$ cat src/sts_pkg.sv
// Shared types, token codes, character codes and keyword tables for the
// source token scanner. Used by sts_core, sts_out_fifo and source_token_scanner.
`default_nettype none

package sts_pkg;

    localparam int OFFSET_BITS_DEFAULT = 24;
    localparam int LINE_BITS_DEFAULT   = 20;

    localparam int KIND_W   = 6;
    localparam int START_W  = 24;
    localparam int LENGTH_W = 16;
    localparam int LINE_W   = 20;

    localparam int NUM_KW    = 16;
    localparam int KW_COLS   = 8;
    localparam int IDLEN_W   = 3;

    localparam int OQ_DEPTH = 4;
    localparam int OQ_PTR_W = $clog2(OQ_DEPTH);
    localparam int OQ_CNT_W = $clog2(OQ_DEPTH + 1);

    // Token kinds.
    localparam logic [KIND_W-1:0] TK_LPAREN   = 6'd0;
    localparam logic [KIND_W-1:0] TK_RPAREN   = 6'd1;
    localparam logic [KIND_W-1:0] TK_LBRACE   = 6'd2;
    localparam logic [KIND_W-1:0] TK_RBRACE   = 6'd3;
    localparam logic [KIND_W-1:0] TK_COMMA    = 6'd4;
    localparam logic [KIND_W-1:0] TK_DOT      = 6'd5;
    localparam logic [KIND_W-1:0] TK_MINUS    = 6'd6;
    localparam logic [KIND_W-1:0] TK_PLUS     = 6'd7;
    localparam logic [KIND_W-1:0] TK_SEMI     = 6'd8;
    localparam logic [KIND_W-1:0] TK_SLASH    = 6'd9;
    localparam logic [KIND_W-1:0] TK_STAR     = 6'd10;
    localparam logic [KIND_W-1:0] TK_BANG     = 6'd11;
    localparam logic [KIND_W-1:0] TK_EQUAL    = 6'd13;
    localparam logic [KIND_W-1:0] TK_GREATER  = 6'd15;
    localparam logic [KIND_W-1:0] TK_LESS     = 6'd17;
    localparam logic [KIND_W-1:0] TK_IDENT    = 6'd19;
    localparam logic [KIND_W-1:0] TK_STRING   = 6'd20;
    localparam logic [KIND_W-1:0] TK_NUMBER   = 6'd21;
    localparam logic [KIND_W-1:0] TK_KEYWORD0 = 6'd22;
    localparam logic [KIND_W-1:0] TK_END      = 6'd38;
    localparam logic [KIND_W-1:0] TK_ERROR    = 6'd39;

    // Character codes.
    localparam logic [7:0] CH_NUL        = 8'h00;
    localparam logic [7:0] CH_TAB        = 8'h09;
    localparam logic [7:0] CH_NEWLINE    = 8'h0A;
    localparam logic [7:0] CH_CR         = 8'h0D;
    localparam logic [7:0] CH_SPACE      = 8'h20;
    localparam logic [7:0] CH_BANG       = 8'h21;
    localparam logic [7:0] CH_QUOTE      = 8'h22;
    localparam logic [7:0] CH_LPAREN     = 8'h28;
    localparam logic [7:0] CH_RPAREN     = 8'h29;
    localparam logic [7:0] CH_STAR       = 8'h2A;
    localparam logic [7:0] CH_PLUS       = 8'h2B;
    localparam logic [7:0] CH_COMMA      = 8'h2C;
    localparam logic [7:0] CH_MINUS      = 8'h2D;
    localparam logic [7:0] CH_DOT        = 8'h2E;
    localparam logic [7:0] CH_SLASH      = 8'h2F;
    localparam logic [7:0] CH_DIGIT0     = 8'h30;
    localparam logic [7:0] CH_DIGIT9     = 8'h39;
    localparam logic [7:0] CH_SEMI       = 8'h3B;
    localparam logic [7:0] CH_LESS       = 8'h3C;
    localparam logic [7:0] CH_EQUAL      = 8'h3D;
    localparam logic [7:0] CH_GREATER    = 8'h3E;
    localparam logic [7:0] CH_UC_A       = 8'h41;
    localparam logic [7:0] CH_UC_Z       = 8'h5A;
    localparam logic [7:0] CH_UNDERSCORE = 8'h5F;
    localparam logic [7:0] CH_LC_A       = 8'h61;
    localparam logic [7:0] CH_LC_Z       = 8'h7A;
    localparam logic [7:0] CH_LBRACE     = 8'h7B;
    localparam logic [7:0] CH_RBRACE     = 8'h7D;

    typedef enum logic [6:0] {
        MODE_IDLE    = 7'b0000001,
        MODE_OP      = 7'b0000010,
        MODE_COMMENT = 7'b0000100,
        MODE_STRING  = 7'b0001000,
        MODE_IDENT   = 7'b0010000,
        MODE_INT     = 7'b0100000,
        MODE_FRAC    = 7'b1000000
    } scan_mode_t;

    typedef struct packed {
        logic [KIND_W-1:0]   kind;
        logic [START_W-1:0]  start;
        logic [LENGTH_W-1:0] length;
        logic [LINE_W-1:0]   line;
        logic                last;
    } token_t;

    // Tokens handed from the scanner to the output queue in one cycle.
    typedef struct packed {
        logic [1:0] count;
        token_t     tok0;
        token_t     tok1;
    } push_t;

    // Keyword spelling, one character per column, zero padded.
    localparam logic [7:0] KW_TEXT [NUM_KW][KW_COLS] = '{
        '{"a", "n", "d", CH_NUL, CH_NUL, CH_NUL, CH_NUL, CH_NUL},
        '{"c", "l", "a", "s", "s", CH_NUL, CH_NUL, CH_NUL},
        '{"e", "l", "s", "e", CH_NUL, CH_NUL, CH_NUL, CH_NUL},
        '{"f", "a", "l", "s", "e", CH_NUL, CH_NUL, CH_NUL},
        '{"f", "u", "n", CH_NUL, CH_NUL, CH_NUL, CH_NUL, CH_NUL},
        '{"f", "o", "r", CH_NUL, CH_NUL, CH_NUL, CH_NUL, CH_NUL},
        '{"i", "f", CH_NUL, CH_NUL, CH_NUL, CH_NUL, CH_NUL, CH_NUL},
        '{"n", "i", "l", CH_NUL, CH_NUL, CH_NUL, CH_NUL, CH_NUL},
        '{"o", "r", CH_NUL, CH_NUL, CH_NUL, CH_NUL, CH_NUL, CH_NUL},
        '{"p", "r", "i", "n", "t", CH_NUL, CH_NUL, CH_NUL},
        '{"r", "e", "t", "u", "r", "n", CH_NUL, CH_NUL},
        '{"s", "u", "p", "e", "r", CH_NUL, CH_NUL, CH_NUL},
        '{"t", "h", "i", "s", CH_NUL, CH_NUL, CH_NUL, CH_NUL},
        '{"t", "r", "u", "e", CH_NUL, CH_NUL, CH_NUL, CH_NUL},
        '{"v", "a", "r", CH_NUL, CH_NUL, CH_NUL, CH_NUL, CH_NUL},
        '{"w", "h", "i", "l", "e", CH_NUL, CH_NUL, CH_NUL}
    };

    localparam logic [IDLEN_W-1:0] KW_LEN [NUM_KW] = '{
        3'd3, 3'd5, 3'd4, 3'd5, 3'd3, 3'd3, 3'd2, 3'd3,
        3'd2, 3'd5, 3'd6, 3'd5, 3'd4, 3'd4, 3'd3, 3'd5
    };

    // Keywords whose character at position pos equals c.
    function automatic logic [NUM_KW-1:0] cand_at(input logic [IDLEN_W-1:0] pos,
                                                   input logic [7:0] c);
        logic [NUM_KW-1:0] m;
        m = '0;
        for (int i = 0; i < NUM_KW; i++) begin
            if (pos != 3'd7 && KW_TEXT[i][pos] == c) begin
                m[i] = 1'b1;
            end
        end
        return m;
    endfunction

    // The highest-numbered surviving keyword of the right length wins.
    function automatic logic [KIND_W-1:0] ident_kind(input logic [NUM_KW-1:0] cand,
                                                      input logic [IDLEN_W-1:0] idlen);
        logic [KIND_W-1:0] k;
        k = TK_IDENT;
        for (int i = 0; i < NUM_KW; i++) begin
            if (cand[i] && idlen == KW_LEN[i]) begin
                k = TK_KEYWORD0 + KIND_W'(i);
            end
        end
        return k;
    endfunction

    function automatic logic [KIND_W-1:0] op_kind(input logic [7:0] c);
        logic [KIND_W-1:0] k;
        case (c)
            CH_BANG:    k = TK_BANG;
            CH_EQUAL:   k = TK_EQUAL;
            CH_GREATER: k = TK_GREATER;
            CH_LESS:    k = TK_LESS;
            default:    k = TK_SLASH;
        endcase
        return k;
    endfunction

endpackage

`default_nettype wire

$ cat src/sts_core.sv
// Scanner core: input register, scan state and the per-byte token decode.
// Depends on sts_pkg; feeds sts_out_fifo with up to two tokens per byte.
`default_nettype none

module sts_core import sts_pkg::*; #(
    parameter int OFFSET_BITS = OFFSET_BITS_DEFAULT,
    parameter int LINE_BITS   = LINE_BITS_DEFAULT
) (
    input  wire logic       aclk,
    input  wire logic       aresetn,
    input  wire logic       s_valid,
    output logic            s_ready,
    input  wire logic [7:0] s_char_code,
    input  wire logic       s_end_mark,
    input  wire logic       room2,
    output push_t           push
);

    logic                   in_valid_reg, in_valid_next;
    logic [7:0]             in_char_reg;
    logic                   in_end_reg;

    scan_mode_t             mode_reg, mode_next;
    logic [7:0]             pend_reg, pend_next;
    logic [OFFSET_BITS-1:0] start_reg, start_next;
    logic [OFFSET_BITS-1:0] pos_reg, pos_next;
    logic [LINE_BITS-1:0]   line_reg, line_next;
    logic [LENGTH_W-1:0]    len_reg, len_next;
    logic [NUM_KW-1:0]      cand_reg, cand_next;
    logic [IDLEN_W-1:0]     idlen_reg, idlen_next;

    logic                   fire;
    logic [7:0]             c;
    logic [LENGTH_W-1:0]    len_sat;
    logic                   is_digit, is_alpha;
    logic                   idle_run, line_inc;
    logic                   fl_valid, sg_valid, en_valid;
    logic [KIND_W-1:0]      fl_kind, sg_kind;
    logic [LENGTH_W-1:0]    fl_len;
    logic [31:0]            start_wide, pos_wide, line_wide;
    token_t                 t_fl, t_sg, t_en, t_second;
    logic                   second_valid;
    logic [1:0]             n_tok;

    assign fire    = in_valid_reg && room2;
    assign s_ready = !in_valid_reg || fire;

    always_comb begin
        in_valid_next = in_valid_reg;
        if (s_valid && s_ready) begin
            in_valid_next = 1'b1;
        end else if (fire) begin
            in_valid_next = 1'b0;
        end
    end

    always_ff @(posedge aclk) begin
        if (!aresetn) begin
            in_valid_reg <= 1'b0;
        end else begin
            in_valid_reg <= in_valid_next;
        end
    end

    always_ff @(posedge aclk) begin
        if (s_valid && s_ready) begin
            in_char_reg <= s_char_code;
            in_end_reg  <= s_end_mark;
        end
    end

    assign c        = in_char_reg;
    assign len_sat  = (len_reg == '1) ? len_reg : len_reg + LENGTH_W'(1);
    assign is_digit = c inside {[CH_DIGIT0:CH_DIGIT9]};
    assign is_alpha = c inside {[CH_LC_A:CH_LC_Z], [CH_UC_A:CH_UC_Z], CH_UNDERSCORE};

    always_comb begin
        mode_next  = mode_reg;
        pend_next  = pend_reg;
        start_next = start_reg;
        pos_next   = pos_reg;
        len_next   = len_reg;
        cand_next  = cand_reg;
        idlen_next = idlen_reg;
        fl_valid   = 1'b0;
        fl_kind    = TK_SLASH;
        fl_len     = LENGTH_W'(1);
        sg_valid   = 1'b0;
        sg_kind    = TK_LPAREN;
        en_valid   = 1'b0;
        idle_run   = 1'b0;
        line_inc   = 1'b0;

        if (in_end_reg) begin
            case (mode_reg)
                MODE_OP: begin
                    fl_valid = 1'b1;
                    fl_kind  = op_kind(pend_reg);
                end
                MODE_IDENT: begin
                    fl_valid = 1'b1;
                    fl_kind  = ident_kind(cand_reg, idlen_reg);
                    fl_len   = len_reg;
                end
                MODE_INT, MODE_FRAC: begin
                    fl_valid = 1'b1;
                    fl_kind  = TK_NUMBER;
                    fl_len   = len_reg;
                end
                MODE_STRING: begin
                    fl_valid = 1'b1;
                    fl_kind  = TK_ERROR;
                    fl_len   = len_reg;
                end
                default: begin
                end
            endcase
            en_valid = 1'b1;
        end else begin
            case (mode_reg)
                MODE_OP: begin
                    if (pend_reg == CH_SLASH) begin
                        if (c == CH_SLASH) begin
                            mode_next = MODE_COMMENT;
                            pend_next = '0;
                        end else begin
                            fl_valid = 1'b1;
                            fl_kind  = TK_SLASH;
                            idle_run = 1'b1;
                        end
                    end else if (c == CH_EQUAL) begin
                        fl_valid  = 1'b1;
                        fl_kind   = op_kind(pend_reg) + KIND_W'(1);
                        fl_len    = LENGTH_W'(2);
                        mode_next = MODE_IDLE;
                        pend_next = '0;
                    end else begin
                        fl_valid = 1'b1;
                        fl_kind  = op_kind(pend_reg);
                        idle_run = 1'b1;
                    end
                end
                MODE_COMMENT: begin
                    if (c == CH_NEWLINE) begin
                        mode_next = MODE_IDLE;
                        pend_next = '0;
                        line_inc  = 1'b1;
                    end
                end
                MODE_STRING: begin
                    len_next = len_sat;
                    if (c == CH_NEWLINE) begin
                        line_inc = 1'b1;
                    end
                    if (c == CH_QUOTE) begin
                        fl_valid  = 1'b1;
                        fl_kind   = TK_STRING;
                        fl_len    = len_sat;
                        mode_next = MODE_IDLE;
                        pend_next = '0;
                    end
                end
                MODE_IDENT: begin
                    if (is_alpha || is_digit) begin
                        len_next = len_sat;
                        if (idlen_reg != '1) begin
                            cand_next  = cand_reg & cand_at(idlen_reg, c);
                            idlen_next = idlen_reg + IDLEN_W'(1);
                        end
                    end else begin
                        fl_valid = 1'b1;
                        fl_kind  = ident_kind(cand_reg, idlen_reg);
                        fl_len   = len_reg;
                        idle_run = 1'b1;
                    end
                end
                MODE_INT, MODE_FRAC: begin
                    if (is_digit) begin
                        len_next = len_sat;
                    end else if (c == CH_DOT && mode_reg == MODE_INT) begin
                        len_next  = len_sat;
                        mode_next = MODE_FRAC;
                    end else begin
                        fl_valid = 1'b1;
                        fl_kind  = TK_NUMBER;
                        fl_len   = len_reg;
                        idle_run = 1'b1;
                    end
                end
                default: begin
                    idle_run = 1'b1;
                end
            endcase

            // The byte that closed a token, or any byte seen while idle,
            // is classified as the start of something new.
            if (idle_run) begin
                mode_next = MODE_IDLE;
                pend_next = '0;
                sg_valid  = 1'b1;
                case (c)
                    CH_LPAREN:  sg_kind = TK_LPAREN;
                    CH_RPAREN:  sg_kind = TK_RPAREN;
                    CH_LBRACE:  sg_kind = TK_LBRACE;
                    CH_RBRACE:  sg_kind = TK_RBRACE;
                    CH_COMMA:   sg_kind = TK_COMMA;
                    CH_DOT:     sg_kind = TK_DOT;
                    CH_MINUS:   sg_kind = TK_MINUS;
                    CH_PLUS:    sg_kind = TK_PLUS;
                    CH_SEMI:    sg_kind = TK_SEMI;
                    CH_STAR:    sg_kind = TK_STAR;
                    default:    sg_valid = 1'b0;
                endcase
                if (c inside {CH_BANG, CH_EQUAL, CH_LESS, CH_GREATER, CH_SLASH}) begin
                    mode_next  = MODE_OP;
                    pend_next  = c;
                    start_next = pos_reg;
                end else if (c == CH_QUOTE) begin
                    mode_next  = MODE_STRING;
                    start_next = pos_reg;
                    len_next   = LENGTH_W'(1);
                end else if (c == CH_NEWLINE) begin
                    line_inc = 1'b1;
                end else if (is_digit) begin
                    mode_next  = MODE_INT;
                    start_next = pos_reg;
                    len_next   = LENGTH_W'(1);
                end else if (is_alpha) begin
                    mode_next  = MODE_IDENT;
                    start_next = pos_reg;
                    len_next   = LENGTH_W'(1);
                    idlen_next = IDLEN_W'(1);
                    cand_next  = cand_at('0, c);
                end
            end

            if (pos_reg != '1) begin
                pos_next = pos_reg + OFFSET_BITS'(1);
            end
        end

        line_next = line_reg;
        if (line_inc && line_reg != '1) begin
            line_next = line_reg + LINE_BITS'(1);
        end

        // End of source returns everything to its reset value.
        if (in_end_reg) begin
            mode_next  = MODE_IDLE;
            pend_next  = '0;
            start_next = '0;
            pos_next   = '0;
            line_next  = LINE_BITS'(1);
            len_next   = '0;
            cand_next  = '1;
            idlen_next = '0;
        end
    end

    always_ff @(posedge aclk) begin
        if (!aresetn) begin
            mode_reg  <= MODE_IDLE;
            pend_reg  <= '0;
            start_reg <= '0;
            pos_reg   <= '0;
            line_reg  <= LINE_BITS'(1);
            len_reg   <= '0;
            cand_reg  <= '1;
            idlen_reg <= '0;
        end else if (fire) begin
            mode_reg  <= mode_next;
            pend_reg  <= pend_next;
            start_reg <= start_next;
            pos_reg   <= pos_next;
            line_reg  <= line_next;
            len_reg   <= len_next;
            cand_reg  <= cand_next;
            idlen_reg <= idlen_next;
        end
    end

    // Tokens carry the line count from before this byte's update.
    assign start_wide = 32'(start_reg);
    assign pos_wide   = 32'(pos_reg);
    assign line_wide  = 32'(line_reg);

    always_comb begin
        t_fl.kind   = fl_kind;
        t_fl.start  = start_wide[START_W-1:0];
        t_fl.length = fl_len;
        t_fl.line   = line_wide[LINE_W-1:0];
        t_fl.last   = 1'b0;

        t_sg.kind   = sg_kind;
        t_sg.start  = pos_wide[START_W-1:0];
        t_sg.length = LENGTH_W'(1);
        t_sg.line   = line_wide[LINE_W-1:0];
        t_sg.last   = 1'b1;

        t_en.kind   = TK_END;
        t_en.start  = pos_wide[START_W-1:0];
        t_en.length = '0;
        t_en.line   = line_wide[LINE_W-1:0];
        t_en.last   = 1'b1;

        t_second     = sg_valid ? t_sg : t_en;
        second_valid = sg_valid || en_valid;

        if (fl_valid) begin
            push.tok0      = t_fl;
            push.tok0.last = !second_valid;
            push.tok1      = t_second;
            n_tok          = second_valid ? 2'd2 : 2'd1;
        end else begin
            push.tok0 = t_second;
            push.tok1 = t_second;
            n_tok     = second_valid ? 2'd1 : 2'd0;
        end
        push.count = fire ? n_tok : 2'd0;
    end

endmodule

`default_nettype wire

$ cat src/sts_out_fifo.sv
// Output queue of finished tokens, taking up to two per cycle and giving
// one per cycle while m_ready is high. Depends on sts_pkg.
`default_nettype none

module sts_out_fifo import sts_pkg::*; (
    input  wire logic aclk,
    input  wire logic aresetn,
    input  wire push_t push,
    output logic      room2,
    output logic      m_valid,
    input  wire logic m_ready,
    output token_t    m_token
);

    token_t                mem [OQ_DEPTH];
    logic [OQ_PTR_W-1:0]   wr_ptr_reg, wr_ptr_next;
    logic [OQ_PTR_W-1:0]   rd_ptr_reg, rd_ptr_next;
    logic [OQ_CNT_W-1:0]   count_reg, count_next;
    logic [OQ_CNT_W-1:0]   occ;
    logic                  pop;

    assign m_valid = (count_reg != '0);
    assign pop     = m_valid && m_ready;
    assign m_token = mem[rd_ptr_reg];

    // Two free slots are needed since one byte can close two tokens.
    assign occ   = count_reg - OQ_CNT_W'(pop);
    assign room2 = (occ <= OQ_CNT_W'(OQ_DEPTH - 2));

    assign wr_ptr_next = wr_ptr_reg + OQ_PTR_W'(push.count);
    assign rd_ptr_next = rd_ptr_reg + OQ_PTR_W'(pop);
    assign count_next  = occ + OQ_CNT_W'(push.count);

    always_ff @(posedge aclk) begin
        if (!aresetn) begin
            wr_ptr_reg <= '0;
            rd_ptr_reg <= '0;
            count_reg  <= '0;
        end else begin
            wr_ptr_reg <= wr_ptr_next;
            rd_ptr_reg <= rd_ptr_next;
            count_reg  <= count_next;
        end
    end

    always_ff @(posedge aclk) begin
        if (push.count != 2'd0) begin
            mem[wr_ptr_reg] <= push.tok0;
        end
        if (push.count == 2'd2) begin
            mem[wr_ptr_reg + OQ_PTR_W'(1)] <= push.tok1;
        end
    end

endmodule

`default_nettype wire

$ cat src/source_token_scanner.sv
// Source token scanner, the top level: an input register and scanner core
// (sts_core) feeding a four-entry token queue (sts_out_fifo). Uses sts_pkg.
//
// One source byte (or an end-of-source marker) is taken per transaction and
// turned into zero, one or two tokens. The block accepts a new byte every
// cycle while the queue has room; the output queue hands out one token per
// cycle while m_ready is high, so a byte that closes two tokens (for example
// an identifier followed by a semicolon, or the end marker after a pending
// token) takes two output transfers, and input is held off whenever fewer
// than two queue slots will be free. A byte is held in the input register
// and its tokens are then written into the token queue, which raises m_valid.
// Tokens that end only when the next byte is seen (the operators !, =, <, >
// and /, identifiers, keywords, numbers) are emitted with that byte or with
// the end marker. After the end token the scanner restarts at offset 0,
// line 1.
`default_nettype none

module source_token_scanner import sts_pkg::*; #(
    parameter int OFFSET_BITS = OFFSET_BITS_DEFAULT,
    parameter int LINE_BITS   = LINE_BITS_DEFAULT
) (
    input  wire logic                aclk,
    input  wire logic                aresetn,
    input  wire logic                s_valid,
    output logic                     s_ready,
    input  wire logic [7:0]          s_char_code,
    input  wire logic                s_end_mark,
    output logic                     m_valid,
    input  wire logic                m_ready,
    output logic [KIND_W-1:0]        m_token_kind,
    output logic [START_W-1:0]       m_token_start,
    output logic [LENGTH_W-1:0]      m_token_length,
    output logic [LINE_W-1:0]        m_token_line,
    output logic                     m_last_of_run
);

    push_t  push;
    logic   room2;
    token_t m_token;

    sts_core #(
        .OFFSET_BITS (OFFSET_BITS),
        .LINE_BITS   (LINE_BITS)
    ) u_core (
        .aclk        (aclk),
        .aresetn     (aresetn),
        .s_valid     (s_valid),
        .s_ready     (s_ready),
        .s_char_code (s_char_code),
        .s_end_mark  (s_end_mark),
        .room2       (room2),
        .push        (push)
    );

    sts_out_fifo u_out_fifo (
        .aclk    (aclk),
        .aresetn (aresetn),
        .push    (push),
        .room2   (room2),
        .m_valid (m_valid),
        .m_ready (m_ready),
        .m_token (m_token)
    );

    assign m_token_kind   = m_token.kind;
    assign m_token_start  = m_token.start;
    assign m_token_length = m_token.length;
    assign m_token_line   = m_token.line;
    assign m_last_of_run  = m_token.last;

endmodule

`default_nettype wire
$ cat config.mk
export PLATFORM = sky130hd
export DESIGN_NAME = source_token_scanner
export DESIGN_NICKNAME = d
export VERILOG_FILES = /design/src/sts_pkg.sv /design/src/sts_core.sv /design/src/sts_out_fifo.sv /design/src/source_token_scanner.sv
export SDC_FILE = /design/constraint.sdc
export NUM_CORES = 1
export LEC_CHECK = 0
export BUFFER_PORTS_ARGS = -buffer_cell sky130_fd_sc_hd__clkbuf_2
export CAP_MARGIN = 20
export CORE_MARGIN = 2
export CORE_UTILIZATION = 30
export CTS_CLUSTER_SIZE = 14
export DETAILED_ROUTE_END_ITERATION = 6
export GPL_ROUTABILITY_DRIVEN = 0
export PLACE_DENSITY = 0.5
export SYNTH_ARGS = -nofsm -noshare
export SYNTH_HDL_FRONTEND = slang
export SYNTH_SLANG_ARGS = --single-unit
export TNS_END_PERCENT = 20
$ cat constraint.sdc
create_clock -name aclk -period 10.98 [get_ports aclk]
set_clock_uncertainty 0.1 [all_clocks]
set_input_delay 1.647 -clock aclk [delete_from_list [all_inputs] [get_ports aclk]]
set_output_delay 1.647 -clock aclk [all_outputs]
set_load 0.01 [all_outputs]
After elaboration in Yosys (flattened, before gate mapping)
Memory sizes are Yosys's and may differ from the RTL's. A register that Yosys moved wholly into a read port is not among the register bits. Index checks and enable logic that the tools add are counted.

Reductions and logical operators: 66. Eq/ne operators: 75. Bitwise gates (word level): 2. Multiply operators: 0. Divide/modulo/power cells: 0. Multiplexer cells: 271. Add/sub/neg operators: 10. Shift-type cells: 0. Order comparisons: 8.

Operators with widths (count): 16-bit 2-to-1 mux (28); 8-bit 2-to-1 mux (40); 24-bit 2-to-1 mux (9); 8-bit by 6-bit equality test with 1-bit output, second input constant (19); 134-bit 2-to-1 mux (1); 8-bit equality test (16); 1-bit 2-to-1 mux (122); 6-bit 2-to-1 mux (18); 7-bit by 8-bit equality test with 1-bit output, first input constant (13); 7-bit 2-to-1 mux (13); 67-bit 2-to-1 mux (1); 16-bit case mux with 4 select lines (1); 16-bit case mux with 3 select lines (1); 6-bit case mux with 4 select lines (2); 1-bit logical AND (40); 20-bit 2-to-1 mux (2); 3-bit 2-to-1 mux (12); 4-bit case mux with 9 select lines (1); 4-bit 2-to-1 mux (7); 7-bit case mux with 4 select lines (1); 24-bit by 1-bit adder with 24-bit output, second input constant (1); 8-bit by 7-bit equality test with 1-bit output, second input constant (3); 24-bit != test, second input constant (1); 8-bit case mux with 3 select lines (1); other kinds (52) (79).

Memory bits (writable): 268. Bits of input ports: 13. Logic and storage cells: 463. Memories kept: 17. Bits in latches: 0. Register bits: 135. Bits in read-only memories: 1024.

Memories: u_out_fifo.mem (words 4, width 67, read ports 1, clocked after Yosys merged registers in 1, write ports 2, RTL line sts_out_fifo.sv:15) `token_t mem [OQ_DEPTH];`; (name not given) (words 8, width 8, read ports 1, clocked after Yosys merged registers in 0, write ports 0, RTL line sts_pkg.sv:132) `if (pos != 3'd7 && KW_TEXT[i][pos] == c) begin`; (name not given) (words 8, width 8, read ports 1, clocked after Yosys merged registers in 0, write ports 0, RTL line sts_pkg.sv:132); (name not given) (words 8, width 8, read ports 1, clocked after Yosys merged registers in 0, write ports 0, RTL line sts_pkg.sv:132); (name not given) (words 8, width 8, read ports 1, clocked after Yosys merged registers in 0, write ports 0, RTL line sts_pkg.sv:132); (name not given) (words 8, width 8, read ports 1, clocked after Yosys merged registers in 0, write ports 0, RTL line sts_pkg.sv:132); +11 memories.

Logic depth before layout (Yosys ltp)
Gate-level depths: netlist of run 1.

Depth after elaboration: 22. Depth in mapped cells: 16.

By module
Synthesis of run 1 repeated with hierarchy kept, for this count alone.

Cell total of the unflattened synthesis: 1978. Area, all modules: 23010.8 um^2.

By module, submodules not included: sts_out_fifo (sequential area each 8187.9 um^2, times used 1, area each 13416.6 um^2, cells an instance 693); sts_core (sequential area each 2652.5 um^2, times used 1, area each 9594.2 um^2, cells an instance 1285).

Least setup slack after synthesis of run 1
OpenSTA, ideal clock, no wires.

Kind: input-to-reg. Start point: input port m_ready. End point: memory u_out_fifo.mem[2][10] (netlist bit), enable pin. Path buffers: 4. Stages: 13. Setup slack: 5006 ps. Arrival time: 5443 ps. Required time: 10449 ps. Setup time: 431 ps. Cells stage by stage: and2_1 ha_1 ha_1 xnor2_1 o211a_1 clkbuf_1 nand2_1 or3_1 clkbuf_1 and2_0 clkbuf_1 inv_1 clkbuf_1.

RTL lines: start: declaration (RTL line source_token_scanner.sv:29) `input wire logic m_ready,`; end: declaration (RTL line sts_out_fifo.sv:15).

==> results of run 1 <==
worst max-delay path, delay by kind of cell, from the launching register on:
kind | cells | cell delay (ps)
flops | 1 | 1040
compound gates | 5 | 1770
buf+inv | 3 | 670
fa+ha+maj | 1 | 310
simple gates | 4 | 1740
cells by family after synthesis:
logic type | count (synthesis)
multiplexers | 78
XOR/XNOR | 84
flip-flops | 403
adder cells (fa/ha/maj) | 19
AO/OA/AOI/OAI | 551
AND/OR/NAND/NOR | 601
buffers and inverters | 194
per-layer routing:
metal,track usage (%),part of all wire (%),vias up
li1,-,-,7326
met1,23.2,46,7919
met2,27.4,46,542
met3,2.54,5.6,107
met4,5.38,2.6,0
met5,0,0,-
path summary, 6_finish.rpt:
path,from,to,cells after the start
setup / recovery,u_core.c[0],u_out_fifo.mem[2][5],13
hold / removal,u_out_fifo.mem[0][28],u_out_fifo.mem[0][28],2
setup reg to reg,u_core.c[0],u_out_fifo.mem[2][5],13
hold reg to reg,u_out_fifo.mem[0][28],u_out_fifo.mem[0][28],2
metrics by stage:
| stage | setup slack (ps) | util, % | std cells |
|---|---|---|---|
| after global placement | 5190 | 31.8 | 2761 |
| final | 5010 | 34.2 | 2845 |
| after global routing | 4650 | 34.2 | 2845 |
| after floorplan | 5010 | - | 1930 |
| after CTS | 5060 | 34.2 | 2845 |
| after detailed placement | 5110 | 31.8 | 2761 |
layout make-up:
| type | count | area, µm² |
|---|---|---|
| inverter | 28 | 105 |
| tap | 882 | 1100 |
| timing repair buffer | 115 | 661 |
| sequential | 403 | 10200 |
| fill | 6849 | 45000 |
| clock inverter | 30 | 417 |
| clock buffer | 54 | 1200 |
| multi-input combinational | 1333 | 9720 |
power by group through the flow:
| stage | clock network (W) | registers (W) | logic, W |
|---|---|---|---|
| 3_3_place_gp | 0 | 0.00174 | 0.000823 |
| 6_report | 0.00165 | 0.00171 | 0.000815 |
| 3_5_place_dp | 0 | 0.00175 | 0.000826 |
| 2_1_floorplan | 0 | 0.00169 | 0.000577 |
| 5_1_grt | 0.00174 | 0.00172 | 0.000881 |
| 4_1_cts | 0.00168 | 0.00172 | 0.000827 |
cell usage after synthesis (26+ instances only):
cell	number	area, µm²
a21oi_1	95	475
a22o_1	172	1510
a31oi_1	26	163
and2_1	82	513
clkbuf_1	122	458
dfxtp_1	194	3880
edfxtp_1	209	6280
inv_1	26	97.6
mux4_2	67	1510
nand2_1	101	379
nand3_1	63	315
nor2_1	138	518
nor2b_1	34	213
nor3_1	38	190
o21ai_0	106	531
o22ai_1	30	188
xnor2_1	38	333
xor2_1	46	403
cells in the final DEF, fill, tap and decap left out, drive strengths merged, types with 30 or more instances in the layout:
| cell | count |
|---|---|
| nor3 | 40 |
| nor2 | 144 |
| o22ai | 30 |
| a22o | 172 |
| nand3 | 63 |
| xnor2 | 38 |
| dfxtp | 194 |
| o21ai | 116 |
| buf | 34 |
| a21oi | 97 |
| clkbuf | 135 |
| mux4 | 67 |
| inv | 30 |
| nand2 | 103 |
| xor2 | 46 |
| edfxtp | 209 |
| nor2b | 34 |
| and2 | 84 |
==> metrics, run 1 <==
switching power=0.00123 W; Remaining Overflow, GRT=0; drt initial violations=1433; Routed Antenna Nets=0; unrepaired setup endpoints after global routing=no; Residual DRC=0; WL final=61300 µm; vias after detailed routing=15.9k; Final Slew Violations=0; clk root buf=clkbuf_16; status=completed; antenna fix cells=0; sequential area share after synthesis=49.3%; Synth Area in Simple Gates=15.4%; Comb pwr share=19.5%; Worst-Skew Late Latency=590 ps; Tot GR Track Use=16.9%; Slew headroom=29.8%; Critical Path RT=11210 ps; worst vdd ir=0.127 mV; first-pass GRT wire length=93700 µm; power share of the sequential group=41.0%; Critical Path End Type=flip-flop; Setup TNS Final=0 ps; final period utilization=54.4%; Async SR Flop Fraction=0%; H-Tree Depth=2; crit-path max cell delay=1040 ps; Cell Int Power=0.00295 W; Largest register FFs=268; syn_nets=1962; fmax=167 MHz; share of cells above drive strength 1=15.5%; multiplexer share of the synthesized area=7.85%; Post-DP HPWL=39200 µm; Clock Sinks=403; Ports=82; Row Count=96; CTS tree=built; largest net degree at the start of global routing=72; post-layout min period=5970 ps; Die W=266 µm; Post-synth EDFFs=209; worst path cell trace=and2_1 -> o2111ai_1 -> a21boi_1 -> a21oi_1 -> a21o_2 -> inv_2 -> ha_1 -> o21ai_1 -> or2_2 -> and2_0 -> inv_2 -> buf_4 -> and2_1; total core area=68300 µm²; critical path class=reg2reg; CP Max Fanout=71; initial antenna violation count=0; Min-Delay Path Class=reg2reg; r2r setup slk=5010 ps; Adder-Cell Fraction of Synth Area=1.19%; Cell Area, Placed=21800 µm²; Clk pin slew, worst setup/hold paths=60 ps; pwr dens=179 nW/µm²; Syn Inst Count=1930; CTS Buf Count=46; drt pass-1 iters=5; Sw Ratio=29.4%; Seq cells post-synth=403; DIE AREA=70900 µm²; hold slack=352 ps; Tot Pwr=0.00417 W; Post-synth top flop=edfxtp_1; Avg Synthesized Cell Area=10.7 µm²; Resized cells post-CTS=0; vias per cell=5.59; Final nets=1959; Synth cell types=90; vias in the first global route=15.4k; Pleak=7.96 nW; DR WL/cell=21.6 µm; crit start category=flip-flop; largest family of logic cells by synthesized area=compound AO/OA/AOI/OAI gates; die span in y=266 µm; Max Root-Sink Buffers=3; Worst path slowest cell=edfxtp_1; Post-Synth XOR/XNOR Area=3.57%; Final Hold Viols=0; Mapped Area=20600 µm²; initial cell density of the core=30.2%; worst slew pin tran=1050 ps; worst endpoint data arrival time=6200 ps; max_cap viols=0; Post-CTS Setup Bufs=0; cts hold-fix bufs=0; Synthesis Warnings=0; Clock power frac=39.4%; Synth Area in Compound Gates=18.9%; Buffers on Ports=81; Layout area overhead=13.3%; cell area after layout=23400 µm²; final setup fails=0
Note: power is estimated with default switching activity, not from simulation.
==> run 2, diff against run 1 <==
ABC_AREA = 1   (was default)
PLACE_DENSITY = 0.51   (was 0.5)
clock period = 5.1 ns   (was 10.98 ns; I/O delays follow)
==> run 2 against run 1 <==
Net effect: die area grew 2.1%; clock power grew 110%; via count grew 21%; non-clock buffer count grew 15; utilization grew 0.31 points; sequential power grew 130%; hold slack lost 100 ps; area after synthesis grew 2.1%; setup slack lost 4500 ps; sequential share of layout area shrank 1.3 points; design area grew 3.0%; wire length grew 13%; largest cell class unchanged; largest power group unchanged.
==> metrics, run 2 <==
fillers=7307; Avg Synthesized Cell Area=7.82 µm²; Seq cells post-synth=403; multiplexer share of the synthesized area=0%; most frequent cell after synthesis=nand2_1; Residual DRC=0; pre-CTS WS=683 ps; Sw Ratio=37.1%; Final Hold Viols=0; status=completed; Final nets=2757; WL final=69100 µm; crit start category=flip-flop; drt pass-1 iters=5; pwr dens=443 nW/µm²; Synth Area in Compound Gates=17.3%; Final Slew Violations=0; Cell Int Power=0.00671 W; total core area=69800 µm²; Min-Delay Path Class=in2reg; DR WL/cell=18.6 µm; final setup fails=0; worst endpoint data arrival time=4810 ps; Adder-Cell Fraction of Synth Area=1.16%; vias after detailed routing=19.3k; post-layout min period=4560 ps; setup ws final=544 ps; Post-synth EDFFs=209; CTS tree=built; CTS Buf Count=49; Slew headroom=33.2%; clk root buf=clkbuf_16; Ports=82; cts hold-fix bufs=0; Synth cell types=56; most frequent cells in the layout=nand2_1, nor2_1, o21ai_0, edfxtp_1, dfxtp_1; first-pass GRT wire length=107000 µm; die span in y=269 µm; Resized cells post-CTS=0; Post-DP HPWL=44500 µm; Post-Synth XOR/XNOR Area=2.20%; Layout area overhead=14.3%; Mapped Area=21100 µm²; switching power=0.00396 W; Routed Antenna Nets=0; initial cell density of the core=30.2%; Clock power frac=32.6%; Synth top cells by count=nand2_1, nor2_1, o21ai_0; critical path class=reg2reg; worst slew pin tran=990 ps; vias in the first global route=18.8k; Clock Sinks=403; Syn Inst Count=2692; Worst-Skew Late Latency=620 ps; Synth Area in Simple Gates=24.6%; largest net degree at the start of global routing=105; final period utilization=89.3%; Pleak=8.97 nW; Clk pin slew, worst setup/hold paths=60 ps; Tot GR Track Use=18.9%; Critical Path End Type=flip-flop; Largest register FFs=268; H-Tree Depth=2; DIE AREA=72300 µm²; antenna fix cells=0; Die W=269 µm; power share of the sequential group=36.8%; Post-synth top flop=edfxtp_1; commonest non-fill, non-tap cell in the layout=nand2_1; Comb pwr share=30.6%; fmax=220 MHz; unrepaired setup endpoints after global routing=no; Max Root-Sink Buffers=3; Yosys top cell area share=29.8%; share of cells above drive strength 1=10.7%; Synth area leader=edfxtp_1; worst vdd ir=0.249 mV; syn_nets=2724; largest cells by area after synthesis=edfxtp_1, dfxtp_1, nand2_1; Synthesis Warnings=0; Critical Path RT=5350 ps; Setup TNS Final=0 ps; Row Count=97; CP Max Fanout=27; Post-CTS Setup Bufs=0; drt initial violations=1789; sequential area share after synthesis=48.2%; max_cap viols=0; vias per cell=5.21; Async SR Flop Fraction=0%; Remaining Overflow, GRT=0; largest family of logic cells by synthesized area=simple AND/OR/NAND/NOR gates; Tot Pwr=0.0107 W; initial antenna violation count=0; Buffers on Ports=81
## run 2: kinds of logic (layout without fill, tap and decap cells)
kind of cell,Yosys count,in the layout
DFF,403,403
and+or+nand+nor,1228,1228
xor gates and xnor gates,53,53
adders and majority gates,19,19
AOI/OAI and AO/OA,641,641
buffers and inverters,348,422
## run 2: through the flow
step / area, µm² / util (%) / hold WS (ps) / std cells
finish: 24100 / 34.5 / 250 / 3706
global route: 24100 / 34.5 / 231 / 3706
CTS: 24000 / 34.5 / 222 / 3704
detailed placement: 22400 / 32.1 / 339 / 3612
global placement: 22400 / 32.1 / 333 / 3612
floorplan: 21100 / - / 321 / 2692
## run 2: area by class of cell
cell class / count / area (µm²) / share of cell area (%)
Multi-Input combinational cell: 1941 / 9540 / 39.6
Clock buffer: 62 / 1370 / 5.68
Sequential cell: 403 / 10200 / 42.2
Clock inverter: 30 / 253 / 1.05
Tap cell: 940 / 1180 / 4.88
Inverter: 200 / 753 / 3.13
Timing Repair Buffer: 130 / 828 / 3.44
## run 2: worst paths after layout
kind	from	to	slack (ps)	depth (start not counted)
max reg2reg	u_core.c[0]	u_out_fifo.mem[2][61]	540	22
min reg2reg	u_out_fifo.mem[1][33]	u_out_fifo.mem[1][33]	350	2
min	s_char_code[4]	u_core.c[4]	250	1
max	u_core.c[0]	u_out_fifo.mem[2][61]	540	22
## run 2: power by group through the flow
| stage | clock network, W | registers [W] | logic (W) |
|---|---|---|---|
| floorplan | 0 | 0.00390 | 0.00211 |
| global placement | 0 | 0.00398 | 0.00321 |
| detailed placement | 0 | 0.00399 | 0.00325 |
| CTS | 0.00355 | 0.00392 | 0.00326 |
| global route | 0.00368 | 0.00396 | 0.00361 |
| finish | 0.00348 | 0.00393 | 0.00326 |
## run 2: critical path, cell delays in order (launching register included)
cell and delay, ps:
edfxtp_1 730, inv_1 240, nor2_1 240, nand2_1 160, nor2_4 190, nand2_1 120
nand2_1 100, nor2_1 50, nor2_2 170, nand3_4 90, nand2_1 80, nand2_1 60
ha_1 320, inv_1 60, nor2_1 40, buf_4 170, nor2_1 150, inv_1 100
nand2_1 120, buf_4 400, inv_1 390, nand3_1 190, nand2_1 60
## run 2: routing by layer
metal / part of all wire [%] / track usage [%] / vias up
li1: - / - / 9322
met1: 44 / 24.4 / 9213
met2: 48 / 32.1 / 640
met3: 5.6 / 2.82 / 132
met4: 3.2 / 6.79 / 0
met5: 0 / 0 / -
==> run 3, diff against run 2 <==
--- a/config.mk
+++ b/config.mk
@@ -9,5 +9,5 @@
 export BUFFER_PORTS_ARGS = -buffer_cell sky130_fd_sc_hd__clkbuf_2
 export CAP_MARGIN = 20
-export CORE_MARGIN = 2
+export CORE_MARGIN = 3
 export CORE_UTILIZATION = 30
 export CTS_CLUSTER_SIZE = 14
==> constraint.sdc (replaced) <==
create_clock -name aclk -period 5.1 [get_ports aclk]
set_clock_uncertainty 0.1 [all_clocks]
set_input_delay 0.255 -clock aclk [delete_from_list [all_inputs] [get_ports aclk]]
set_output_delay 0.255 -clock aclk [all_outputs]
set_load 0.01 [all_outputs]
==> run 3 against run 2 <==
Net effect: power down 0.63%; clock power is 3% lower; combinational power hardly changed; critical path depth decreased by 3; sequential power barely moved; via count hardly changed; largest cell class unchanged; clock-buffer cell count up 6.
==> metrics, run 3 (synthesis gave the netlist of run 2 again) <==
worst vdd ir=0.238 mV; hold path endpoint=u_core.cand_reg[5]; FF-to-FF path depth=19; r2r endpoint=u_out_fifo.mem[0][12]; CTS tree=built; Cell Count, Final, Fillers Out=3703; Critical Path RT=5240 ps; Min-Delay Path Class=in2reg; Setup TNS Final=0 ps; CP Launch Point=u_core.c[0]; DIE AREA=73400 µm²; Final Slew Violations=0; Residual DRC=0; power share of the sequential group=37.3%; CP Max Fanout=38; critical path class=reg2reg; pwr dens=441 nW/µm²; DR WL/cell=18.9 µm; unrepaired setup endpoints after global routing=no; Final nets=2763; initial cell density of the core=30.5%; fmax=219 MHz; WL final=69800 µm; Row Count=96; largest net degree at the start of global routing=105; Ports=82; Comb pwr share=30.8%; total core area=69100 µm²; Layout area overhead=14.3%; most frequent cells in the layout=nand2_1, nor2_1, o21ai_0, edfxtp_1, dfxtp_1; drt initial violations=1699; vias in the first global route=18.4k; share of cells above drive strength 1=10.1%; antenna fix cells=0; vias per cell=5.21; H-Tree Depth=2; Buffers on Ports=81; final setup fails=0; switching power=0.00397 W; setup ws final=536 ps; clk root buf=clkbuf_16; Worst Hold Launch=aresetn; status=completed; die span in y=271 µm; drt pass-1 iters=5; first-pass GRT wire length=108000 µm; Max Root-Sink Buffers=3; Sw Ratio=37.4%; Clock power frac=31.9%; Clock Sinks=403; post-layout min period=4560 ps; Worst R2R Start=u_core.c[0]; final period utilization=89.5%; hold path cells=2; crit start category=flip-flop; Pleak=8.95 nW; pre-CTS WS=585 ps; Slew headroom=29.6%; Tot GR Track Use=18.5%; r2r setup slk=540 ps; vias after detailed routing=19.3k; CTS Buf Count=49; Tot Pwr=0.0106 W; cell area after layout=24100 µm²; Worst-Skew Late Latency=610 ps; worst endpoint data arrival time=4700 ps; placed insts=3598; Largest register FFs=268; Post-DP HPWL=45200 µm; Cell Area, Placed=22400 µm²; worst slew pin tran=1050 ps; initial antenna violation count=0; Remaining Overflow, GRT=0; Resized cells post-CTS=0; Die W=271 µm; Routed Antenna Nets=0; Cell Int Power=0.00664 W; commonest non-fill, non-tap cell in the layout=nand2_1; Clk pin slew, worst setup/hold paths=60 ps; max_cap viols=0; Critical Path End Type=flip-flop; Final Hold Viols=0
## run 3: cell count changes in the layout (fill, tap and decap cells not counted), moves of 2 or more
| cell | delta |
|---|---|
| clkbuf_1 | +10 |
| dlygate4sd3_1 | +10 |
| clkinv_2 | -4 |
| buf_4 | -3 |
| clkinv_4 | -3 |
| buf_12 | -2 |
| clkbuf_16 | -2 |
| clkbuf_8 | -2 |
| clkinv_8 | -2 |
## run 3: timing repair
| item | CTS | global route |
|---|---|---|
| hold buffers | 10 | 0 |
| setup endpoints to repair | 0 | 0 |
| buffers inserted | 0 | 0 |
| endpoints found under the hold margin | 10 | 0 |
## run 3: metal layers
layer  up-vias  share of wire (%)  GRT usage [%]  wire [µm]
li1       9308                  -              -          -
met5         -                  0              0          0
met4         0                2.4           4.77       1650
met2       662                 47           31.0      33100
met1      9210                 44           25.0      30800
met3       125                6.0           2.54       4200
## run 3: how the worst max path moves through the flow
stage,slack [ps],cells after the start,to
2_1_floorplan,300,22,u_out_fifo.mem[2][65]
3_3_place_gp,800,19,u_out_fifo.mem[0][9]
3_5_place_dp,580,19,u_out_fifo.mem[0][20]
4_1_cts,600,19,u_out_fifo.mem[0][15]
5_1_grt,170,19,u_out_fifo.mem[0][10]
6_report,540,19,u_out_fifo.mem[0][12]
## run 3: critical path, stage by stage (launching register included)
cell	delay [ps]
edfxtp_1	410
inv_1	330
nand2_1	160
nor2_1	210
o21ai_1	90
nand3_1	240
nand4_4	200
nand2_1	170
nand2_2	60
inv_1	70
ha_1	230
inv_1	70
nor2_2	240
inv_2	70
nor2_2	170
inv_1	70
nor2_2	240
inv_2	340
nand2_2	190
buf_4	530
## run 3: power groups by stage
stage	Clock (W)	Combinational [W]	Sequential, W
after floorplan	0	0.00211	0.00390
final	0.00338	0.00326	0.00396
after global placement	0	0.00321	0.00401
after global routing	0.00361	0.00360	0.00399
after detailed placement	0	0.00324	0.00402
after CTS	0.00347	0.00325	0.00395
## run 3: stage by stage
step	hold WS [ps]	utilization (%)
after global placement	335	32.4
after detailed placement	336	32.4
final	209	34.9
after global routing	258	34.9
after CTS	190	34.8
after floorplan	254	-
## run 3: layout make-up
cell class | instances | area, µm²
Fill cell | 7170 | 45000
Sequential cell | 403 | 10200
Multi-Input combinational cell | 1941 | 9540
Clock buffer | 68 | 1330
Tap cell | 931 | 1160
Timing Repair Buffer | 136 | 893
Inverter | 200 | 753
Clock inverter | 24 | 229
